$ cat src/hdl/bll_pkg.sv
package bll_pkg;

    // default store size
    localparam int NODE_CAPACITY_DEF = 64;

    // field widths fixed by the item format
    localparam int OP_W  = 2;
    localparam int VAL_W = 32;
    localparam int POS_W = 6;
    localparam int ST_W  = 2;

    // operation codes
    localparam logic [OP_W-1:0] OP_PUSH_FRONT = 2'd0;
    localparam logic [OP_W-1:0] OP_PUSH_BACK  = 2'd1;
    localparam logic [OP_W-1:0] OP_REMOVE     = 2'd2;
    localparam logic [OP_W-1:0] OP_READ       = 2'd3;

    // result status codes
    localparam logic [ST_W-1:0] ST_OK        = 2'd0;
    localparam logic [ST_W-1:0] ST_FULL      = 2'd1;
    localparam logic [ST_W-1:0] ST_NOT_FOUND = 2'd2;
    localparam logic [ST_W-1:0] ST_RANGE     = 2'd3;

    // write enables from the sequencer to the node store
    typedef struct packed {
        logic val_we;
        logic link_we;
    } bll_mem_we_t;

endpackage

$ cat src/hdl/bounded_linked_list_engine.sv
// channel  | signals                        | transfer
// ---------+--------------------------------+------------------------------------
// command  | start, busy, op, value,        | rising edge with start high and
//          | position                       | busy low
// result   | done, status, length,          | every cycle with done high, one
//          | read_value                     | cycle wide, always taken
//
// push front, or push back onto an empty list, runs S_PUSH; push back onto a
// non-empty list adds S_LINK to link the old tail. remove walks in S_SEARCH,
// plus S_UNLINK if the match is not the head; read walks in S_READ, one node
// per cycle through the node store read port. a full push, a remove on an
// empty list and an out-of-range read answer from idle. after reset S_INIT
// builds the free list with busy high; the result side has no back pressure.
module bounded_linked_list_engine
    import bll_pkg::*;
#(
    parameter int NODE_CAPACITY = NODE_CAPACITY_DEF
)
(
    input  logic                                 clk,
    input  logic                                 rst_n,
    input  logic                                 start,
    output logic                                 busy,
    input  logic [OP_W-1:0]                      op,
    input  logic signed [VAL_W-1:0]              value,
    input  logic [POS_W-1:0]                     position,
    output logic                                 done,
    output logic [ST_W-1:0]                      status,
    output logic [$clog2(NODE_CAPACITY+1)-1:0]   length,
    output logic signed [VAL_W-1:0]              read_value
);

    localparam int IDX_W = (NODE_CAPACITY > 1) ? $clog2(NODE_CAPACITY) : 1;
    localparam int CNT_W = $clog2(NODE_CAPACITY + 1);
    localparam int CMP_W = (CNT_W > POS_W) ? CNT_W : POS_W;
    localparam logic [IDX_W-1:0] LAST_IDX = IDX_W'(NODE_CAPACITY - 1);
    localparam logic [CNT_W-1:0] FULL_CNT = CNT_W'(NODE_CAPACITY);

    // sequencer states
    localparam logic [2:0] S_INIT   = 3'd0;
    localparam logic [2:0] S_IDLE   = 3'd1;
    localparam logic [2:0] S_PUSH   = 3'd2;
    localparam logic [2:0] S_LINK   = 3'd3;
    localparam logic [2:0] S_SEARCH = 3'd4;
    localparam logic [2:0] S_UNLINK = 3'd5;
    localparam logic [2:0] S_READ   = 3'd6;

    logic [2:0]       state_reg, state_next;
    logic [OP_W-1:0]  op_reg, op_next;
    logic [VAL_W-1:0] val_reg, val_next;
    logic [POS_W-1:0] pos_reg, pos_next;
    logic [IDX_W-1:0] head_reg, head_next;
    logic [IDX_W-1:0] tail_reg, tail_next;
    logic [IDX_W-1:0] free_reg, free_next;
    logic [IDX_W-1:0] cur_reg, cur_next;
    logic [IDX_W-1:0] prev_reg, prev_next;
    logic [IDX_W-1:0] nxt_reg, nxt_next;
    logic [CNT_W-1:0] k_reg, k_next;
    logic [CNT_W-1:0] count_reg, count_next;
    logic             done_reg, done_next;
    logic [ST_W-1:0]  status_reg, status_next;
    logic [CNT_W-1:0] length_reg, length_next;
    logic [VAL_W-1:0] rdval_reg, rdval_next;

    bll_mem_we_t      mem_we;
    logic [IDX_W-1:0] val_waddr;
    logic [IDX_W-1:0] link_waddr;
    logic [IDX_W-1:0] link_wdata;
    logic [VAL_W-1:0] val_rd;
    logic [IDX_W-1:0] link_rd;

    logic             hit;
    logic             at_pos;
    logic             last_node;

    // node store, read address follows cur so read data always matches cur_reg
    bll_node_mem #(
        .NODE_CAPACITY (NODE_CAPACITY)
    ) u_mem (
        .clk        (clk),
        .we         (mem_we),
        .val_waddr  (val_waddr),
        .val_wdata  (val_reg),
        .link_waddr (link_waddr),
        .link_wdata (link_wdata),
        .raddr      (cur_next),
        .val_rdata  (val_rd),
        .link_rdata (link_rd)
    );

    // per-step compares
    assign hit       = (val_rd == val_reg);
    assign at_pos    = (CMP_W'(k_reg) == CMP_W'(pos_reg));
    assign last_node = ((k_reg + CNT_W'(1)) == count_reg);

    // sequencer
    always_comb
    begin
        state_next  = state_reg;
        op_next     = op_reg;
        val_next    = val_reg;
        pos_next    = pos_reg;
        head_next   = head_reg;
        tail_next   = tail_reg;
        free_next   = free_reg;
        cur_next    = cur_reg;
        prev_next   = prev_reg;
        nxt_next    = nxt_reg;
        k_next      = k_reg;
        count_next  = count_reg;
        done_next   = 1'b0;
        status_next = status_reg;
        length_next = length_reg;
        rdval_next  = rdval_reg;
        mem_we      = '0;
        val_waddr   = cur_reg;
        link_waddr  = cur_reg;
        link_wdata  = '0;

        case (state_reg)
            S_INIT:
            begin
                // chain every node into the free list
                mem_we.link_we = 1'b1;
                if (cur_reg == LAST_IDX)
                begin
                    link_wdata = '0;
                    cur_next   = '0;
                    state_next = S_IDLE;
                end
                else
                begin
                    link_wdata = cur_reg + IDX_W'(1);
                    cur_next   = cur_reg + IDX_W'(1);
                end
            end

            S_IDLE:
            begin
                if (start)
                begin
                    op_next   = op;
                    val_next  = value;
                    pos_next  = position;
                    k_next    = '0;
                    prev_next = '0;
                    case (op)
                        OP_PUSH_FRONT, OP_PUSH_BACK:
                        begin
                            if (count_reg == FULL_CNT)
                            begin
                                done_next   = 1'b1;
                                status_next = ST_FULL;
                                length_next = count_reg;
                                rdval_next  = '0;
                            end
                            else
                            begin
                                cur_next   = free_reg;
                                state_next = S_PUSH;
                            end
                        end
                        OP_REMOVE:
                        begin
                            if (count_reg == '0)
                            begin
                                done_next   = 1'b1;
                                status_next = ST_NOT_FOUND;
                                length_next = count_reg;
                                rdval_next  = '0;
                            end
                            else
                            begin
                                cur_next   = head_reg;
                                state_next = S_SEARCH;
                            end
                        end
                        OP_READ:
                        begin
                            if (CMP_W'(position) >= CMP_W'(count_reg))
                            begin
                                done_next   = 1'b1;
                                status_next = ST_RANGE;
                                length_next = count_reg;
                                rdval_next  = '0;
                            end
                            else
                            begin
                                cur_next   = head_reg;
                                state_next = S_READ;
                            end
                        end
                        default:
                        begin
                            state_next = S_IDLE;
                        end
                    endcase
                end
            end

            S_PUSH:
            begin
                // take the free node, store value and its link
                mem_we.val_we  = 1'b1;
                mem_we.link_we = 1'b1;
                free_next      = link_rd;
                count_next     = count_reg + CNT_W'(1);
                if (op_reg == OP_PUSH_FRONT)
                begin
                    link_wdata = head_reg;
                    head_next  = cur_reg;
                    if (count_reg == '0)
                    begin
                        tail_next = cur_reg;
                    end
                    done_next   = 1'b1;
                    status_next = ST_OK;
                    length_next = count_reg + CNT_W'(1);
                    rdval_next  = '0;
                    state_next  = S_IDLE;
                end
                else
                begin
                    link_wdata = '0;
                    tail_next  = cur_reg;
                    prev_next  = tail_reg;
                    if (count_reg == '0)
                    begin
                        head_next   = cur_reg;
                        done_next   = 1'b1;
                        status_next = ST_OK;
                        length_next = count_reg + CNT_W'(1);
                        rdval_next  = '0;
                        state_next  = S_IDLE;
                    end
                    else
                    begin
                        state_next = S_LINK;
                    end
                end
            end

            S_LINK:
            begin
                // old tail points at the new node
                mem_we.link_we = 1'b1;
                link_waddr     = prev_reg;
                link_wdata     = cur_reg;
                done_next      = 1'b1;
                status_next    = ST_OK;
                length_next    = count_reg;
                rdval_next     = '0;
                state_next     = S_IDLE;
            end

            S_SEARCH:
            begin
                if (hit)
                begin
                    // return the node to the free list
                    nxt_next       = link_rd;
                    mem_we.link_we = 1'b1;
                    link_wdata     = free_reg;
                    free_next      = cur_reg;
                    count_next     = count_reg - CNT_W'(1);
                    if (k_reg == '0)
                    begin
                        head_next = link_rd;
                        if (count_reg == CNT_W'(1))
                        begin
                            head_next = '0;
                            tail_next = '0;
                        end
                        done_next   = 1'b1;
                        status_next = ST_OK;
                        length_next = count_reg - CNT_W'(1);
                        rdval_next  = '0;
                        state_next  = S_IDLE;
                    end
                    else
                    begin
                        if (last_node)
                        begin
                            tail_next = prev_reg;
                        end
                        state_next = S_UNLINK;
                    end
                end
                else if (last_node)
                begin
                    done_next   = 1'b1;
                    status_next = ST_NOT_FOUND;
                    length_next = count_reg;
                    rdval_next  = '0;
                    state_next  = S_IDLE;
                end
                else
                begin
                    prev_next = cur_reg;
                    cur_next  = link_rd;
                    k_next    = k_reg + CNT_W'(1);
                end
            end

            S_UNLINK:
            begin
                // predecessor skips the removed node
                mem_we.link_we = 1'b1;
                link_waddr     = prev_reg;
                link_wdata     = nxt_reg;
                done_next      = 1'b1;
                status_next    = ST_OK;
                length_next    = count_reg;
                rdval_next     = '0;
                state_next     = S_IDLE;
            end

            S_READ:
            begin
                if (at_pos)
                begin
                    done_next   = 1'b1;
                    status_next = ST_OK;
                    length_next = count_reg;
                    rdval_next  = val_rd;
                    state_next  = S_IDLE;
                end
                else
                begin
                    cur_next = link_rd;
                    k_next   = k_reg + CNT_W'(1);
                end
            end

            default:
            begin
                state_next = S_IDLE;
            end
        endcase
    end

    // control state
    always_ff @(posedge clk or negedge rst_n)
    begin
        if (!rst_n)
        begin
            state_reg <= S_INIT;
            head_reg  <= '0;
            tail_reg  <= '0;
            free_reg  <= '0;
            cur_reg   <= '0;
            count_reg <= '0;
            done_reg  <= 1'b0;
        end
        else
        begin
            state_reg <= state_next;
            head_reg  <= head_next;
            tail_reg  <= tail_next;
            free_reg  <= free_next;
            cur_reg   <= cur_next;
            count_reg <= count_next;
            done_reg  <= done_next;
        end
    end

    // operands, walk registers and result payload
    always_ff @(posedge clk)
    begin
        op_reg     <= op_next;
        val_reg    <= val_next;
        pos_reg    <= pos_next;
        prev_reg   <= prev_next;
        nxt_reg    <= nxt_next;
        k_reg      <= k_next;
        status_reg <= status_next;
        length_reg <= length_next;
        rdval_reg  <= rdval_next;
    end

    assign busy       = (state_reg != S_IDLE);
    assign done       = done_reg;
    assign status     = status_reg;
    assign length     = length_reg;
    assign read_value = rdval_reg;

    // checks
    a_count_bound: assert property (@(posedge clk) disable iff (!rst_n)
        count_reg <= FULL_CNT)
        else $error("node count above capacity");

    a_full_len: assert property (@(posedge clk) disable iff (!rst_n)
        (done && status == ST_FULL) |-> (length == FULL_CNT))
        else $error("full status with list not full");

    a_empty_ptrs: assert property (@(posedge clk) disable iff (!rst_n)
        (state_reg == S_IDLE && count_reg == '0) |-> (head_reg == '0 && tail_reg == '0))
        else $error("empty list with stale head or tail");

    a_rdval_zero: assert property (@(posedge clk) disable iff (!rst_n)
        (done && status != ST_OK) |-> (read_value == '0))
        else $error("read value on failed operation");

    a_push_busy: assert property (@(posedge clk) disable iff (!rst_n)
        (start && !busy && (op == OP_PUSH_FRONT || op == OP_PUSH_BACK)
            && count_reg != FULL_CNT) |=> (busy && !done))
        else $error("push not started");

endmodule

$ cat src/hdl/bll_node_mem.sv
module bll_node_mem
    import bll_pkg::*;
#(
    parameter int NODE_CAPACITY = NODE_CAPACITY_DEF
)
(
    input  logic                                              clk,
    input  bll_mem_we_t                                       we,
    input  logic [((NODE_CAPACITY > 1) ? $clog2(NODE_CAPACITY) : 1)-1:0] val_waddr,
    input  logic [VAL_W-1:0]                                  val_wdata,
    input  logic [((NODE_CAPACITY > 1) ? $clog2(NODE_CAPACITY) : 1)-1:0] link_waddr,
    input  logic [((NODE_CAPACITY > 1) ? $clog2(NODE_CAPACITY) : 1)-1:0] link_wdata,
    input  logic [((NODE_CAPACITY > 1) ? $clog2(NODE_CAPACITY) : 1)-1:0] raddr,
    output logic [VAL_W-1:0]                                  val_rdata,
    output logic [((NODE_CAPACITY > 1) ? $clog2(NODE_CAPACITY) : 1)-1:0] link_rdata
);

    localparam int IDX_W = (NODE_CAPACITY > 1) ? $clog2(NODE_CAPACITY) : 1;

    logic [VAL_W-1:0] val_mem  [NODE_CAPACITY];
    logic [IDX_W-1:0] link_mem [NODE_CAPACITY];

    // node values, read data registered
    always_ff @(posedge clk)
    begin
        if (we.val_we)
        begin
            val_mem[val_waddr] <= val_wdata;
        end
        val_rdata <= val_mem[raddr];
    end

    // next links, read data registered
    always_ff @(posedge clk)
    begin
        if (we.link_we)
        begin
            link_mem[link_waddr] <= link_wdata;
        end
        link_rdata <= link_mem[raddr];
    end

endmodule
$ cat config.mk
export PLATFORM = sky130hd
export DESIGN_NAME = bounded_linked_list_engine
export DESIGN_NICKNAME = d
export VERILOG_FILES = /design/src/hdl/bll_pkg.sv /design/src/hdl/bounded_linked_list_engine.sv /design/src/hdl/bll_node_mem.sv
export SDC_FILE = /design/constraint.sdc
export NUM_CORES = 2
export LEC_CHECK = 0
export BUFFER_PORTS_ARGS = -buffer_cell sky130_fd_sc_hd__buf_2
export CAP_MARGIN = 20
export CORE_MARGIN = 1.5
export CORE_UTILIZATION = 42
export DETAILED_ROUTE_END_ITERATION = 6
export PLACE_DENSITY = 0.68
export SYNTH_ARGS = -nofsm -noshare
export SYNTH_HDL_FRONTEND = slang
export SYNTH_SLANG_ARGS = --single-unit
export TNS_END_PERCENT = 100
$ cat constraint.sdc
create_clock -name clk -period 11.45 [get_ports clk]
set_clock_uncertainty 0.1 [all_clocks]
set_input_delay 1.145 -clock clk [delete_from_list [all_inputs] [get_ports clk]]
set_output_delay 1.145 -clock clk [all_outputs]
set_load 0.03 [all_outputs]
**Yosys cells after proc, flatten, opt, wreduce, memory -nomap -nowiden**

Memories as Yosys holds them, arrays and structs flattened. A register that Yosys moved wholly into a read port is not among the register bits.
Cells that the tools add are included.

- Register bits: 135
- Memory bits (read-only): 0
- Latch bits: 0
- Memories: 2
- Bits in writable memories: 2432

Memories:

| name | words | bits a word | read ports | clocked after memory_dff | wr ports | line | text |
|---|---|---|---|---|---|---|---|
| u_mem.val_mem | 64 | 32 | 1 | 1 | 1 | bll_node_mem.sv:20 | `logic [VAL_W-1:0] val_mem [NODE_CAPACITY];` |
| u_mem.link_mem | 64 | 6 | 1 | 1 | 1 | bll_node_mem.sv:21 | `logic [IDX_W-1:0] link_mem [NODE_CAPACITY];` |

- Div/mod/pow operators: 0
- Shift-type cells: 0
- Mux-type cells: 106
- Multiply operators: 0
- Equal/unequal tests: 37
- $lt $le $gt $ge: 1
- Bitwise logic cells: 0
- $add $sub $neg: 4
- Reductions and logical operators: 22

Operators with widths:

| kind | count |
|---|---|
| two-way mux 32 bit | 9 |
| one-hot mux 32 bit (5 select lines) | 1 |
| two-way mux 6 bit | 26 |
| two-way mux 7 bit | 15 |
| one-hot mux 32 bit (3 select lines) | 1 |
| one-hot mux 7 bit (3 select lines) | 2 |
| inequality test 3 bit, second input constant | 12 |
| one-hot mux 6 bit (2 select lines) | 3 |
| one-hot mux 6 bit (3 select lines) | 2 |
| one-hot mux 7 bit (5 select lines) | 1 |
| equality test 32 bit | 1 |
| two-way mux 3 bit | 10 |
| one-hot mux 6 bit (5 select lines) | 1 |
| one-hot mux 6 bit (4 select lines) | 1 |
| two-way mux 2 bit | 11 |
| inequality test 2 bit, second input constant | 9 |
| two-way mux 1 bit | 15 |
| one-hot mux 3 bit (5 select lines) | 1 |
| AND reduction 5 bit | 3 |
| adder 7 x 1 -> 7 bit, second input constant | 2 |
| logical NOT 7 bit | 2 |
| one-hot mux 7 bit (2 select lines) | 1 |
| AND reduction 7 bit | 2 |
| one-hot mux 2 bit (5 select lines) | 1 |
| 29 further kinds | 38 |

**Depth between registers and ports, before layout**

- Word-level depth: 6
- Mapped depth: 19
- Mapped depth without buffers: 14

**By module**

Synthesis repeated with hierarchy kept, for this count alone.

- Cell total of the unflattened synthesis: 4700
- Area total of the unflattened synthesis: 100674.1 µm²

Modules (own cells, without submodules):

| module | area an instance (µm²) | seq. area each (µm²) | cells each | times used |
|---|---|---|---|---|
| bll_node_mem | 93447.1 | 73790.8 | 4093 | 1 |
| bounded_linked_list_engine | 7226.9 | 3878.7 | 607 | 1 |

**Least setup slack after synthesis**

No wires, ideal clock.

- Path kind: input -> register
- Start: input start
- End: register u_mem.val_rdata[10] (read register of u_mem.val_mem)
- Path slack: 6.999 ns
- Data arrival time: 4.234 ns
- Data required time: 11.233 ns
- Stages on the path: 12
- Setup time: 0.117 ns
- Buffers on the path: 2
- Cells stage by stage: nand3_1 -> inv_1 -> nand3_1 -> o21bai_1 -> a221o_1 -> a2bb2oi_1 -> clkbuf_1 -> clkbuf_1 -> nand3_1 -> a31oi_1 -> a21oi_1 -> a22o_1

- Cells in the longest elaborated chain, start to end: 2

Ends and longest elaborated chain:

| element | line | text |
|---|---|---|
| start, declared | bounded_linked_list_engine.sv:22 | `input logic start,` |
| two-way mux 6 bit | bounded_linked_list_engine.sv:140 | `if (start)` |
| one-hot mux 6 bit (4 select lines) | bounded_linked_list_engine.sv:120 | `case (state_reg)` |
| end, declared | bll_node_mem.sv:14 | `output logic [VAL_W-1:0] val_rdata,` |

No other way between the ends.
A chain may end at the register's enable or synchronous reset.

**Final worst setup path**

- Start: register cur_reg[4]
- End: register u_mem.val_rdata[16] (read register of u_mem.val_mem)

- Cells in the longest elaborated chain, start to end: 4
- Elaborated cells on any way between the ends: 12
- Those cells by class: 1 x add/sub; 1 x eq/ne; 10 x mux

Ends and longest elaborated chain:

| element | line | text |
|---|---|---|
| start, declared | bounded_linked_list_engine.sv:55 | `logic [IDX_W-1:0] cur_reg, cur_next;` |
| start signal, assigned | bounded_linked_list_engine.sv:361 | `cur_reg <= cur_next;` |
| parallel branches: the longest is 3 deep, another holds adder 6 x 1 -> 6 bit | -- |  |
| one-hot mux 6 bit (4 select lines) * | bounded_linked_list_engine.sv:120 |  |

Mark *: on every way between the ends.

==> summary.md <==
| Metric | Value |
|---|---|
| Leak | 38.4 nW |
| Largest area contributor in the netlist | edfxtp_1 |
| Total number of vias | 65500 |
| Vias in the first global route | 62100 |
| Nature of the critical path endpoint | flip-flop |
| Tmin final | between 7 and 8 ns |
| CP arrival | 8.17 ns |
| Final setup margin | 4.00 ns |
| Worst r2r path cells | 14 |
| Initial Utilization | 0.424 |
| DRT iter0 DRCs | 9873 |
| Syn Area/Cell | about 14 µm² |
| Post-CTS Hold Fix Bufs | 0 |
| Slew Viols, Final | 0 |
| FF-to-FF End | u_mem.val_rdata[16] |
| Number of distinct library cells after synthesis | 71 |
| I/O Buffers | between 80 and 90 |
| Largest net degree at the start of global routing | 193 |
| Synth top area cells | edfxtp_1 (74%), nand2_1 (7.5%), nand3_1 (3.1%) |
| Biggest register | u_mem.val_mem |
| Placed Cells | 10400 |
| Biggest regs | u_mem.val_mem (2048), u_mem.link_mem (384) |
| Critical Path RT | 12.17 ns |
| Clk sinks | 2605 |
| CTS Buffer Depth | 4 |
| Final Cell Area | 0.115 mm² |
| First-pass GRT wire length | 425000 µm |
| Latest clock arrival within the worst-skew pair | 0.95 ns |
| Die area | 0.246 mm² |
| Share of cells above drive strength 1 | 0.0981 |
| Die Width | 496 µm |
| Syn. warnings | 0 |
| Number of synthesized flops with an enable pin | 2532 |
| Hold_ws | 0.262 ns |
| Total gr overflow | 0 |
| Gr usage total | 0.236 |
| Via-per-instance ratio | 6.05 |
| GPL Wtd Cong | ~0.86 |
| Die Ht | 496 µm |
| Layout area overhead | 12.8% |
| 1st-pass router iterations | 7 |
| Detail Placement HPWL | 154000 µm |
| Core area | 0.241 mm² |
| Mapped Nets | 7443 |
| DR DRC count | 0 |
| Dpl ws | 4.21 ns |
| Root buffer cell | clkbuf_16 |
| Initial antenna violation count | 11 |
| Total Power | 35.3 mW |
| Cell Count, Final, Fillers Out | ~11000 |
| Synthesized area | 0.102 mm² |
| Setup TNS | 0 ns |
| Post-cts sizing count | 0 |
| Post-Syn Instances | 7388 |
| Num CTS Buffers | 279 |
| Fin util | 0.478 |
| Number of flip-flops under the largest register name | 2048 |
| #FFs+latches synth | 2605 |
| Max Cap Viol | 0 |
| Placed Area | 0.107 mm² |
| Peak supply drop | between 0.3 and 0.4 mV |
| Reg clk slew, reported paths | 0.07 ns |
| Endpoints failing setup | 0 |
| Reg2reg start | cur_reg[4] |
| Sequential area share after synthesis | 0.760 |
| Pin slew with the least headroom to its limit | 1.19 ns |
| F_max | approximately 0.13 GHz |
| Wirelength per Cell | between 20 and 30 µm |
| Worst-path fanout max | 137 |
| Final ANT Viol Nets | 0 |
| Final Hold Vio Count | 0 |
| Startpoint type of the worst setup path | flip-flop |
| Status | complete, no violations |
| IO Count | 86 |
| Routed wire length | 298000 µm |
| Critical path type | reg2reg |
| Postcts setup bufs | 0 |
| R2R Setup Slk | 4.00 ns |
| Slew headroom | 0.204 |
| Layout Nets | approximately 7500 |
| Main synth FF type | edfxtp_1 |
| H-tree depth | 5 |
| Ys async rst share | 0.0134 |
| Synth top area share | 0.744 |
| Hold crit path type | in2async |
| Power Density | 306 mW/mm² |
| Final Cycle Share | 0.651 |
| CTS tree | built |
| RSZ-0062 raised after global routing | no |
| Rows | between 150 and 200 |
[area by class of cell]
cell class	instances	area, µm²
antenna	4	10.0
clock buffer	359	7470
clock inverter	116	1000
fill	20100	126000
inverter	18	76.3
multi-input combinational	4283	23100
sequential	2605	77700
tap	3185	3990
timing repair buffer	266	2000
[placed cells by master, fill, tap and decap left out, types with 16 or more instances in the layout]
master        n
xnor2_1      52
a31oi_1     233
o22ai_1      40
edfxtp_1   2532
nor2_4       67
dfrtp_1      35
clkinv_2     42
clkbuf_16   283
nor2_1      115
nand4_1     239
a32oi_1     192
buf_4       164
clkinv_1     40
nand2_1    2047
o21ai_0      34
dfxtp_1      38
a21oi_1      60
mux2i_1     237
nor3_1       41
buf_12       16
a32o_1       38
clkbuf_1     66
buf_2        85
nand3_1     627
a22o_1       83
[synth_stat cells, drive strengths merged (7+ instances only)]
cell type     n
edfxtp     2532
nand2      2054
nand3       627
clkbuf      291
nand4       239
mux2i       237
a31oi       233
a32oi       192
buf         191
nor2        183
a22o         83
a21oi        60
xnor2        52
nor3         48
o22ai        40
a32o         38
dfxtp        38
dfrtp        35
o21ai        34
inv          18
a221oi       14
xor2         14
ha           12
nand2b       11
and2          9
or2           8
a211oi        7
nor2b         7
o31ai         7
[per-layer routing]
layer,GRT usage,routed length [µm],up-vias
met1,0.314,111000,32800
met5,0,79,-
met4,0.105,14800,12
met3,0.0494,34300,768
li1,-,-,27800
met2,0.373,138000,4161
[worst max-delay path, stage by stage (launching register included)]
cell      delay (ns)
dfrtp_1         0.78
nand3_1         0.81
o21ai_0         0.85
nor2_1          0.14
a221o_1         0.29
a21o_1          0.20
a221oi_4        0.31
buf_4           0.65
buf_12          0.54
buf_4           0.82
mux2i_1         0.28
a32oi_1         0.08
nand3_1         0.14
nand4_1         0.57
a22o_1          0.40
[logic make-up after synthesis]
kind of cell | synth area share
adders and majority gates | 0.00147
buffers and inverters | 0.0203
DFF | 0.760
muxes | 0.0235
and+or+nand+nor | 0.134
xor gates and xnor gates | 0.00566
AOI/OAI and AO/OA | 0.0547
[how the worst max path moves through the flow]
stage	from	to	depth (start not counted)
after floorplan	start	u_mem.val_rdata[10]	12
after global placement	position[0]	u_mem.val_rdata[22]	17
after detailed placement	cur_reg[4]	u_mem.val_rdata[16]	14
after CTS	cur_reg[4]	u_mem.val_rdata[16]	14
after global routing	cur_reg[4]	u_mem.val_rdata[16]	14
final	cur_reg[4]	u_mem.val_rdata[16]	14
[where the power goes]
| part | leakage [nW] | total, mW | internal (mW) | switching (mW) |
|---|---|---|---|---|
| registers | 23.7 | 11.9 | 11.4 | 0.429 |
| logic | 10.6 | 14.9 | 3.92 | 11.0 |
| clock network | 4.14 | 8.53 | 4.93 | 3.59 |
Power figures use the tool's default switching activity.
